`config.mk`:
```
export PLATFORM = sky130hd
export DESIGN_NAME = wifi_module_reply_sniffer_core
export DESIGN_NICKNAME = d
export VERILOG_FILES = /design/src/rtl/core/wmrs_pkg.sv /design/src/rtl/core/wifi_module_reply_sniffer_core.sv /design/src/rtl/core/wmrs_tracker.sv
export SDC_FILE = /design/constraint.sdc
export NUM_CORES = 1
export LEC_CHECK = 0
export BUFFER_PORTS_ARGS = -buffer_cell sky130_fd_sc_hd__buf_2
export CAP_MARGIN = 5
export CORE_MARGIN = 2
export CORE_UTILIZATION = 63
export DETAILED_ROUTE_END_ITERATION = 12
export HOLD_SLACK_MARGIN = 0.06
export PLACE_DENSITY_LB_ADDON = 0.2
export SLEW_MARGIN = 25
export SYNTH_ARGS = -nofsm -noshare
export SYNTH_HDL_FRONTEND = slang
export SYNTH_SLANG_ARGS = --single-unit
```
`constraint.sdc`:
```
create_clock -name clock -period 4.1 [get_ports clock]
set_input_delay 0.41 -clock clock [delete_from_list [all_inputs] [get_ports clock]]
set_output_delay 0.41 -clock clock [all_outputs]
set_load 0.02 [all_outputs]
```
`src/rtl/core/wmrs_pkg.sv`:
```
// Shared types and constants for the wireless module reply sniffer.
// Used by wmrs_tracker and wifi_module_reply_sniffer_core; no dependencies.
package wmrs_pkg;

   // Window length in bytes and the largest number of emitted bytes per message
   localparam int WINDOW  = 150;
   localparam int MSG_MAX = 20;

   localparam int ByteW    = 8;
   localparam int WinPosW  = 8;
   localparam int MsgPosW  = $clog2(MSG_MAX + 1);
   localparam int MsgIdxW  = 5;

   // Packed output word widths
   localparam int RspDataW = 16;
   localparam int RspUserW = 2;

   // One result word, as it leaves the tracker
   typedef struct packed {
      logic               reply_seen;
      logic               connected;
      logic               msg_valid;
      logic [ByteW-1:0]   msg_byte;
      logic [MsgIdxW-1:0] msg_index;
      logic               msg_last;
      logic               msg_start;
   } result_type;

endpackage

```
`src/rtl/core/wifi_module_reply_sniffer_core.sv`:
```
// Top level of the wireless module reply sniffer: stream ports, mode
// register and a two-word output stage. Depends on wmrs_pkg, wmrs_tracker.

// Takes one received byte per clock on the req_ stream while req_tready is
// high and returns exactly one result word per byte on the rsp_ stream. All
// per-byte work is a single pass of compares and counters ahead of the output
// register, so the sustained rate is one byte per cycle while rsp_tready stays
// high. The output register is backed by a one-word skid stage: req_tready
// depends only on the skid flag, never on rsp_tready, and stays high until two
// results are waiting. A downstream stall still lets one more byte in; each
// word that lands in the skid stage then holds req_tready low while it drains.
// csr_we writes the mode bit (1 = command replies, 0 = message extraction);
// it should change only while no results are outstanding.
module wifi_module_reply_sniffer_core
   import wmrs_pkg::*;
(
   input  logic                clock,
   input  logic                reset,
   // mode register
   input  logic                csr_we,
   input  logic                csr_wdata,      // command_mode
   // received bytes
   input  logic                req_tvalid,
   output logic                req_tready,
   input  logic [ByteW-1:0]    req_tdata,      // [7:0] rx_byte
   // results
   output logic                rsp_tvalid,
   input  logic                rsp_tready,
   output logic [RspDataW-1:0] rsp_tdata,      // [0] reply_seen, [1] connected,
                                               // [9:2] msg_byte, [14:10] msg_index,
                                               // [15] zero
   output logic [RspUserW-1:0] rsp_tuser,      // [0] msg_valid, [1] msg_start
   output logic                rsp_tlast       // msg_last
);

   logic       cmd_mode_ff;
   logic       req_accept;
   logic       rsp_pop;
   result_type step_result;

   result_type out_ff, out_in;
   logic       out_valid_ff, out_valid_in;
   result_type skid_ff, skid_in;
   logic       skid_valid_ff, skid_valid_in;

   // Mode register
   always_ff @(posedge clock) begin
      if (reset) begin
         cmd_mode_ff <= 1'b1;
      end else if (csr_we) begin
         cmd_mode_ff <= csr_wdata;
      end
   end

   assign req_tready = ~skid_valid_ff;
   assign req_accept = req_tvalid & req_tready;
   assign rsp_pop    = out_valid_ff & rsp_tready;

   wmrs_tracker u_tracker (
      .clock        (clock),
      .reset        (reset),
      .command_mode (cmd_mode_ff),
      .byte_accept  (req_accept),
      .rx_byte      (req_tdata),
      .result       (step_result)
   );

   // Output register plus skid word
   always_comb begin
      out_in        = out_ff;
      out_valid_in  = out_valid_ff;
      skid_in       = skid_ff;
      skid_valid_in = skid_valid_ff;
      if (rsp_pop) begin
         if (skid_valid_ff) begin
            out_in        = skid_ff;
            skid_valid_in = 1'b0;
         end else if (req_accept) begin
            out_in = step_result;
         end else begin
            out_valid_in = 1'b0;
         end
      end else if (req_accept) begin
         if (!out_valid_ff) begin
            out_in       = step_result;
            out_valid_in = 1'b1;
         end else begin
            skid_in       = step_result;
            skid_valid_in = 1'b1;
         end
      end
   end

   always_ff @(posedge clock) begin
      if (reset) begin
         out_valid_ff  <= 1'b0;
         skid_valid_ff <= 1'b0;
      end else begin
         out_valid_ff  <= out_valid_in;
         skid_valid_ff <= skid_valid_in;
      end
   end

   always_ff @(posedge clock) begin
      out_ff  <= out_in;
      skid_ff <= skid_in;
   end

   // Pack the result word
   assign rsp_tvalid = out_valid_ff;
   assign rsp_tdata  = {1'b0, out_ff.msg_index, out_ff.msg_byte,
                        out_ff.connected, out_ff.reply_seen};
   assign rsp_tuser  = {out_ff.msg_start, out_ff.msg_valid};
   assign rsp_tlast  = out_ff.msg_last;

   // Skid word only fills behind a held output word
   assert property (@(posedge clock) disable iff (reset)
      skid_valid_ff |-> out_valid_ff)
      else $error("skid word without output word");

   // An accepted byte into an empty stage shows up as a result next cycle
   assert property (@(posedge clock) disable iff (reset)
      req_accept && !out_valid_ff |=> out_valid_ff)
      else $error("accepted byte lost");

   // A reply ends the byte's handling, so no message fields go with it
   assert property (@(posedge clock) disable iff (reset)
      out_valid_ff && out_ff.reply_seen |->
         !out_ff.msg_valid && !out_ff.msg_start && !out_ff.msg_last)
      else $error("reply word carries message fields");

endmodule

```
`src/rtl/core/wmrs_tracker.sv`:
```
// Per-byte state and decode of the reply sniffer: pattern trackers, message
// length tracking and the connection flag. Depends on wmrs_pkg.
module wmrs_tracker
   import wmrs_pkg::*;
(
   input  logic             clock,
   input  logic             reset,
   input  logic             command_mode,
   input  logic             byte_accept,
   input  logic [ByteW-1:0] rx_byte,
   output result_type       result
);

   localparam logic [ByteW-1:0] CharGt = 8'h3E;   // '>'
   localparam logic [ByteW-1:0] CharO  = 8'h4F;
   localparam logic [ByteW-1:0] CharK  = 8'h4B;
   localparam logic [ByteW-1:0] CharR  = 8'h72;   // 'r'
   localparam logic [ByteW-1:0] CharE  = 8'h65;
   localparam logic [ByteW-1:0] CharA  = 8'h61;
   localparam logic [ByteW-1:0] CharD  = 8'h64;
   localparam logic [ByteW-1:0] CharY  = 8'h79;

   localparam logic [ByteW-1:0] LinkUp0 = 8'h20;
   localparam logic [ByteW-1:0] LinkUp1 = 8'h02;
   localparam logic [ByteW-1:0] LinkDn0 = 8'h64;
   localparam logic [ByteW-1:0] LinkDn1 = 8'h01;
   localparam logic [ByteW-1:0] LinkDn2 = 8'h60;

   localparam logic [2:0]         ReadyFull = 3'd4;  // "read" seen, waiting on 'y'
   localparam logic [WinPosW-1:0] StartPos  = 8'd3;  // length byte needs position > 3

   function automatic logic [ByteW-1:0] ready_char(input logic [2:0] idx);
      case (idx)
         3'd0:    ready_char = CharR;
         3'd1:    ready_char = CharE;
         3'd2:    ready_char = CharA;
         3'd3:    ready_char = CharD;
         default: ready_char = CharY;
      endcase
   endfunction

   logic [ByteW-1:0]   hist0_ff, hist1_ff, hist2_ff;
   logic [ByteW-1:0]   hist0_in, hist1_in, hist2_in;
   logic [WinPosW-1:0] winpos_ff, winpos_in;
   logic               okp_ff, okp_in;
   logic [2:0]         rdyp_ff, rdyp_in;
   logic               okhit_ff, okhit_in;
   logic [ByteW-1:0]   remain_ff, remain_in;
   logic [MsgPosW-1:0] msgpos_ff, msgpos_in;
   logic               link_ff, link_in;

   logic               hit;
   logic               advance;
   logic               clear_win;
   logic [WinPosW:0]   winpos_sum;

   assign winpos_sum = {1'b0, winpos_ff} + {{WinPosW{1'b0}}, 1'b1};

   // Next state and result for the byte at the input
   always_comb begin
      hist0_in  = hist0_ff;
      hist1_in  = hist1_ff;
      hist2_in  = hist2_ff;
      winpos_in = winpos_ff;
      okhit_in  = okhit_ff;
      remain_in = remain_ff;
      msgpos_in = msgpos_ff;
      link_in   = link_ff;
      advance   = 1'b1;
      clear_win = 1'b0;
      result    = '0;

      // connection flag, on the bytes of the current window
      if (hist2_ff == LinkUp0 && hist1_ff == LinkUp1 && hist0_ff == '0 && rx_byte == '0) begin
         link_in = 1'b1;
      end
      if (hist1_ff == LinkDn0 && hist0_ff == LinkDn1 && rx_byte == LinkDn2) begin
         link_in = 1'b0;
      end
      result.connected = link_in;

      // text trackers
      hit = (rx_byte == CharGt) || (okp_ff && rx_byte == CharK) ||
            (rdyp_ff == ReadyFull && rx_byte == CharY);
      okp_in = (rx_byte == CharO);
      if (rdyp_ff < ReadyFull && rx_byte == ready_char(rdyp_ff)) begin
         rdyp_in = rdyp_ff + 3'd1;
      end else begin
         rdyp_in = (rx_byte == CharR) ? 3'd1 : 3'd0;
      end

      if (command_mode) begin
         if (hit || okhit_ff) begin
            result.reply_seen = 1'b1;
            advance           = 1'b0;
            clear_win         = 1'b1;
         end
      end else begin
         if (hit) begin
            okhit_in = 1'b1;
         end
         // message body byte
         if (remain_ff != '0) begin
            if (msgpos_ff < MsgPosW'(MSG_MAX)) begin
               result.msg_valid = 1'b1;
               result.msg_byte  = rx_byte;
               result.msg_index = MsgIdxW'(msgpos_ff);
               msgpos_in        = msgpos_ff + {{(MsgPosW-1){1'b0}}, 1'b1};
            end
            remain_in = remain_ff - 8'd1;
            if (remain_ff == 8'd1) begin
               result.msg_last = 1'b1;
            end
         end
         // length byte after two zero bytes
         if (winpos_ff > StartPos && hist1_ff == '0 && hist0_ff == '0 && rx_byte != '0) begin
            result.msg_start = 1'b1;
            remain_in        = rx_byte;
            msgpos_in        = '0;
         end
      end

      // shift history and move through the window
      if (advance) begin
         hist2_in  = hist1_ff;
         hist1_in  = hist0_ff;
         hist0_in  = rx_byte;
         winpos_in = winpos_sum[WinPosW-1:0];
         if (winpos_sum >= (WinPosW+1)'(WINDOW)) begin
            clear_win = 1'b1;
         end
      end

      if (clear_win) begin
         hist0_in  = '0;
         hist1_in  = '0;
         hist2_in  = '0;
         winpos_in = '0;
         okp_in    = 1'b0;
         rdyp_in   = 3'd0;
         okhit_in  = 1'b0;
      end
   end

   // State registers, updated on each accepted byte
   always_ff @(posedge clock) begin
      if (reset) begin
         hist0_ff  <= '0;
         hist1_ff  <= '0;
         hist2_ff  <= '0;
         winpos_ff <= '0;
         okp_ff    <= 1'b0;
         rdyp_ff   <= 3'd0;
         okhit_ff  <= 1'b0;
         remain_ff <= '0;
         msgpos_ff <= '0;
         link_ff   <= 1'b0;
      end else if (byte_accept) begin
         hist0_ff  <= hist0_in;
         hist1_ff  <= hist1_in;
         hist2_ff  <= hist2_in;
         winpos_ff <= winpos_in;
         okp_ff    <= okp_in;
         rdyp_ff   <= rdyp_in;
         okhit_ff  <= okhit_in;
         remain_ff <= remain_in;
         msgpos_ff <= msgpos_in;
         link_ff   <= link_in;
      end
   end

   // Window position never reaches the window length
   assert property (@(posedge clock) disable iff (reset)
      winpos_ff < WinPosW'(WINDOW))
      else $error("window position out of range");

   // Ready tracker stays within the text length
   assert property (@(posedge clock) disable iff (reset)
      rdyp_ff <= ReadyFull)
      else $error("ready tracker out of range");

   // A pending hit in the window is reported by the next command-mode byte
   assert property (@(posedge clock) disable iff (reset)
      byte_accept && command_mode && okhit_ff |-> result.reply_seen)
      else $error("pending reply not reported");

endmodule
```
==> metrics.csv <==
stage,metric,value,unit
cts,cts_resized,0,
critical_path,crit_top_cell,inv_1,
power_and_ir_drop,p_sw,0.000449,W
critical_path,worstPathArrival,3.28,ns
critical_path,path_class,flop to flop,
placement,globalplace.congestion,0.864,
critical_path,crit_slowest_cell,and3_1,
final_layout,fillerInstances,497,
yosys,ys_warn_count,0,
yosys,synth_area_leaders,"dfxtp_1 25%, edfxtp_1 25%, a22o_1 5.5%, mux2_2 4.4%, ha_1 3.2%",
floorplan,io_pins,35,
power_and_ir_drop,leakage,1.78,nW
sta,fmax,335,MHz
final_layout,antennaDiodeCount,0,
power_and_ir_drop,power.total,0.00175,W
critical_path,crit_path_max_incr_delay,0.88,ns
floorplan,die_w,86.9,um
yosys,synth_common_cells,"54 x dfxtp_1, 36 x edfxtp_1, 29 x nand2_1",
yosys,syn_avg_cell_area,10.5,um2
drt,ant_nets,0,
critical_path,endpoint_kind,flop,
yosys,yosysUniqueCellTypes,68,
cts,cts_buffer_depth,2,
cts,htreeDepth,3,
cts,hold_buffers,0,
yosys,synth_seq_cells,90,
critical_path,critPathBufInv,2,
flow_run,cap_violations,0,
yosys,netlist.area_leader.share,0.250,
yosys,synth_top_area_cell,dfxtp_1,
yosys,synth_area,0.00433,mm2
power_and_ir_drop,peakVddDrop,0.178,mV
yosys,ys_async_sr_fraction,0,
run_status,status,completed,
sta,setup_viol,0,
cts,clk_pin_slew,0.09,ns
power_and_ir_drop,internal-power,0.00130,W
drt,routed_wl,8.88,mm
final_layout,drive_above_1_share,0.188,
cts,cts_buffers,9,
global_routing,antenna_found_initial,0,
floorplan,die_area,0.00755,mm2
sta,min_period,2.98,ns
global_routing,grt_pass1_vias,2966,
cts,cts_tree,yes,
critical_path,critPathRequiredTime,4.39,ns
yosys,synth_edf_count,36,
global_routing,grt_max_degree,36,
sta,fin_setup_tns,0,ns
yosys,ys_seq_area_frac,0.500,
critical_path,startpoint_type,flop,
floorplan,die_h,86.9,um
power_and_ir_drop,power.share.clock,0.338,
power_and_ir_drop,p_comb_frac,0.099,
placement,place_hpwl,6.03,mm
power_and_ir_drop,powerDensity,375,mW/mm2
placement,port-buffer-count,33,
power_and_ir_drop,swShare,0.256,
global_routing,gr-usage-all-layers,0.246,
sta,skew,0.0138,ns
floorplan,start_util,0.644,
power_and_ir_drop,seq_power_share,0.563,
sta,period_share,0.728,
yosys,synthFlopType,dfxtp_1,
final_layout,areaGrowthSynthToFinish,8.04,%
sta,tightestPinTransition,0.960,ns
floorplan,core_area,0.00672,mm2
critical_path,critPathTopFamily,compound AO/OA/AOI/OAI gates,
critical_path,path_max_fanout,27,
cts,root_buffer,clkbuf_8,
sta,relSlewSlack,0.360,
floorplan,std_cell_rows,30,
drt,drc,0,
global_routing,grt_overflow,0,
final_layout,fin_nets,462,
cts,cts.sinks,90,
yosys,synth_most_common_cell,dfxtp_1,
yosys,synth_cells,413,
drt,routed-via-count,3327,
yosys,syn_nets,438,
drt,avgViaCountPerCell,6.37,
drt,drt_iter0_drc,271,
cts,postCtsSetupBuffers,0,
sta,hold_violations,0,
drt,wl_per_cell,17.0,um
hold_path,hold_path_class,input pin to flop,
global_routing,grt_pass1_wl,14.4,mm
sta,rsz0062_at_grt,false,
critical_path,worstPathCellList,inv_1 -> ha_1 -> inv_1 -> o311ai_0 -> a41oi_1 -> o221ai_2 -> and3_1 -> a22o_1,
drt,drt-pass1-iter-count,5,
cts,clkLatencyLatePin,0.36,ns
sta,slew_viol_final,0,
## final cells by class
cell class                 count  area, um2  share of cell area
clock inverter                 4       31.3             0.00669
sequential                    90       2160               0.462
multi-input combinational    285       1970               0.422
clock buffer                  12        166              0.0356
timing repair buffer          36        188              0.0401
inverter                      15       56.3              0.0120
tap                           80        100              0.0214
## power groups by stage
stage          clock [W]  combinational (W)  sequential [W]
2_1_floorplan          0           0.000108         0.00102
3_3_place_gp           0           0.000169         0.00101
3_5_place_dp           0           0.000172         0.00101
4_1_cts         0.000602           0.000172        0.000986
5_1_grt         0.000631           0.000190        0.000991
6_report        0.000593           0.000173        0.000987
## worst paths after layout
| check | start | endpoint | slack (ns) | cells past startpoint |
|---|---|---|---|---|
| worst max register to register | u_tracker.winpos_ff[1]$_SDFFE_PP0P_ | u_tracker.hist0_ff[6]$_SDFFE_PP0P_ | 1.12 | 8 |
| worst min register to register | u_tracker.link_ff$_SDFFE_PP0P_ | u_tracker.link_ff$_SDFFE_PP0P_ | 0.47 | 2 |
| worst max-delay path | u_tracker.winpos_ff[1]$_SDFFE_PP0P_ | u_tracker.hist0_ff[6]$_SDFFE_PP0P_ | 1.12 | 8 |
| worst min-delay path | csr_we | cmd_mode_ff$_SDFFE_PP1P_ | 0.25 | 2 |
## layout by cell type (no fill, tap or decap), types with 3 or more instances in the layout
| cell | Yosys | final |
|---|---|---|
| a21oi_1 | 16 | 16 |
| a22o_1 | 27 | 27 |
| a31oi_1 | 6 | 6 |
| and2_1 | 5 | 5 |
| and3_1 | 18 | 18 |
| buf_2 | 6 | 33 |
| buf_4 | 2 | 3 |
| clkbuf_8 | 0 | 10 |
| dfxtp_1 | 54 | 54 |
| edfxtp_1 | 36 | 36 |
| ha_1 | 11 | 11 |
| inv_1 | 15 | 15 |
| mux2_2 | 17 | 17 |
| nand2_1 | 29 | 29 |
| nand2b_1 | 5 | 5 |
| nand3_1 | 15 | 15 |
| nand4_1 | 7 | 7 |
| nor2_1 | 22 | 21 |
| nor2b_1 | 7 | 7 |
| nor3_1 | 11 | 11 |
| nor3_2 | 3 | 3 |
| nor4_1 | 7 | 7 |
| o211ai_1 | 3 | 3 |
| o21ai_0 | 13 | 12 |
| o21ai_1 | 3 | 4 |
| o311ai_0 | 3 | 3 |
| o31ai_1 | 3 | 3 |
| or3_1 | 5 | 5 |
| xor2_1 | 5 | 5 |
## flip-flops by register name (all words and copies together), names as in the netlist, 5 cells and up
signal               count
rsp_tdata               15
skid_ff                 18
u_tracker.hist0_ff       8
u_tracker.hist1_ff       8
u_tracker.hist2_ff       8
u_tracker.msgpos_ff      5
u_tracker.remain_ff      8
u_tracker.winpos_ff      8
## worst reg2reg max path: stages (launching register included)
cell and delay [ns]:
dfxtp_1 0.43, inv_1 0.06, ha_1 0.29, inv_1 0.05
o311ai_0 0.30, a41oi_1 0.23, o221ai_2 0.43, and3_1 0.88
a22o_1 0.26
## routing by layer
metal | GRT usage | up-vias | part of all wire
met4 | 0.102 | 0 | 0.017
met3 | 0.0408 | 15 | 0.069
met2 | 0.371 | 152 | 0.45
met1 | 0.354 | 1552 | 0.46
li1 | - | 1608 | -
met5 | 0 | - | 0
## cell families (layout without fill, tap and decap cells)
logic type               Yosys count  in the layout  share of synthesized area
adder cells (fa/ha/maj)           11             11                     0.0318
buffers and inverters             38             67                     0.0454
XOR/XNOR                           6              6                     0.0121
flip-flops                        90             90                      0.500
AO/OA/AOI/OAI                    101            101                      0.176
other                              1              1                   0.000866
multiplexers                      18             18                     0.0465
AND/OR/NAND/NOR                  148            148                      0.188
## per-stage QoR
step / instances / utilization / setup slack (ns) / cell area, um2 / hold slack, ns
6_report: 522 / 0.696 / 1.12 / 4680 / 0.254
5_1_grt: 522 / 0.696 / 0.861 / 4680 / 0.265
4_1_cts: 522 / 0.696 / 1.11 / 4680 / 0.244
3_5_place_dp: 506 / 0.666 / 1.14 / 4480 / 0.447
3_3_place_gp: 506 / 0.666 / 1.23 / 4480 / 0.445
2_1_floorplan: 413 / - / 1.82 / 4330 / 0.431
Note: power is estimated with default switching activity, not from simulation.
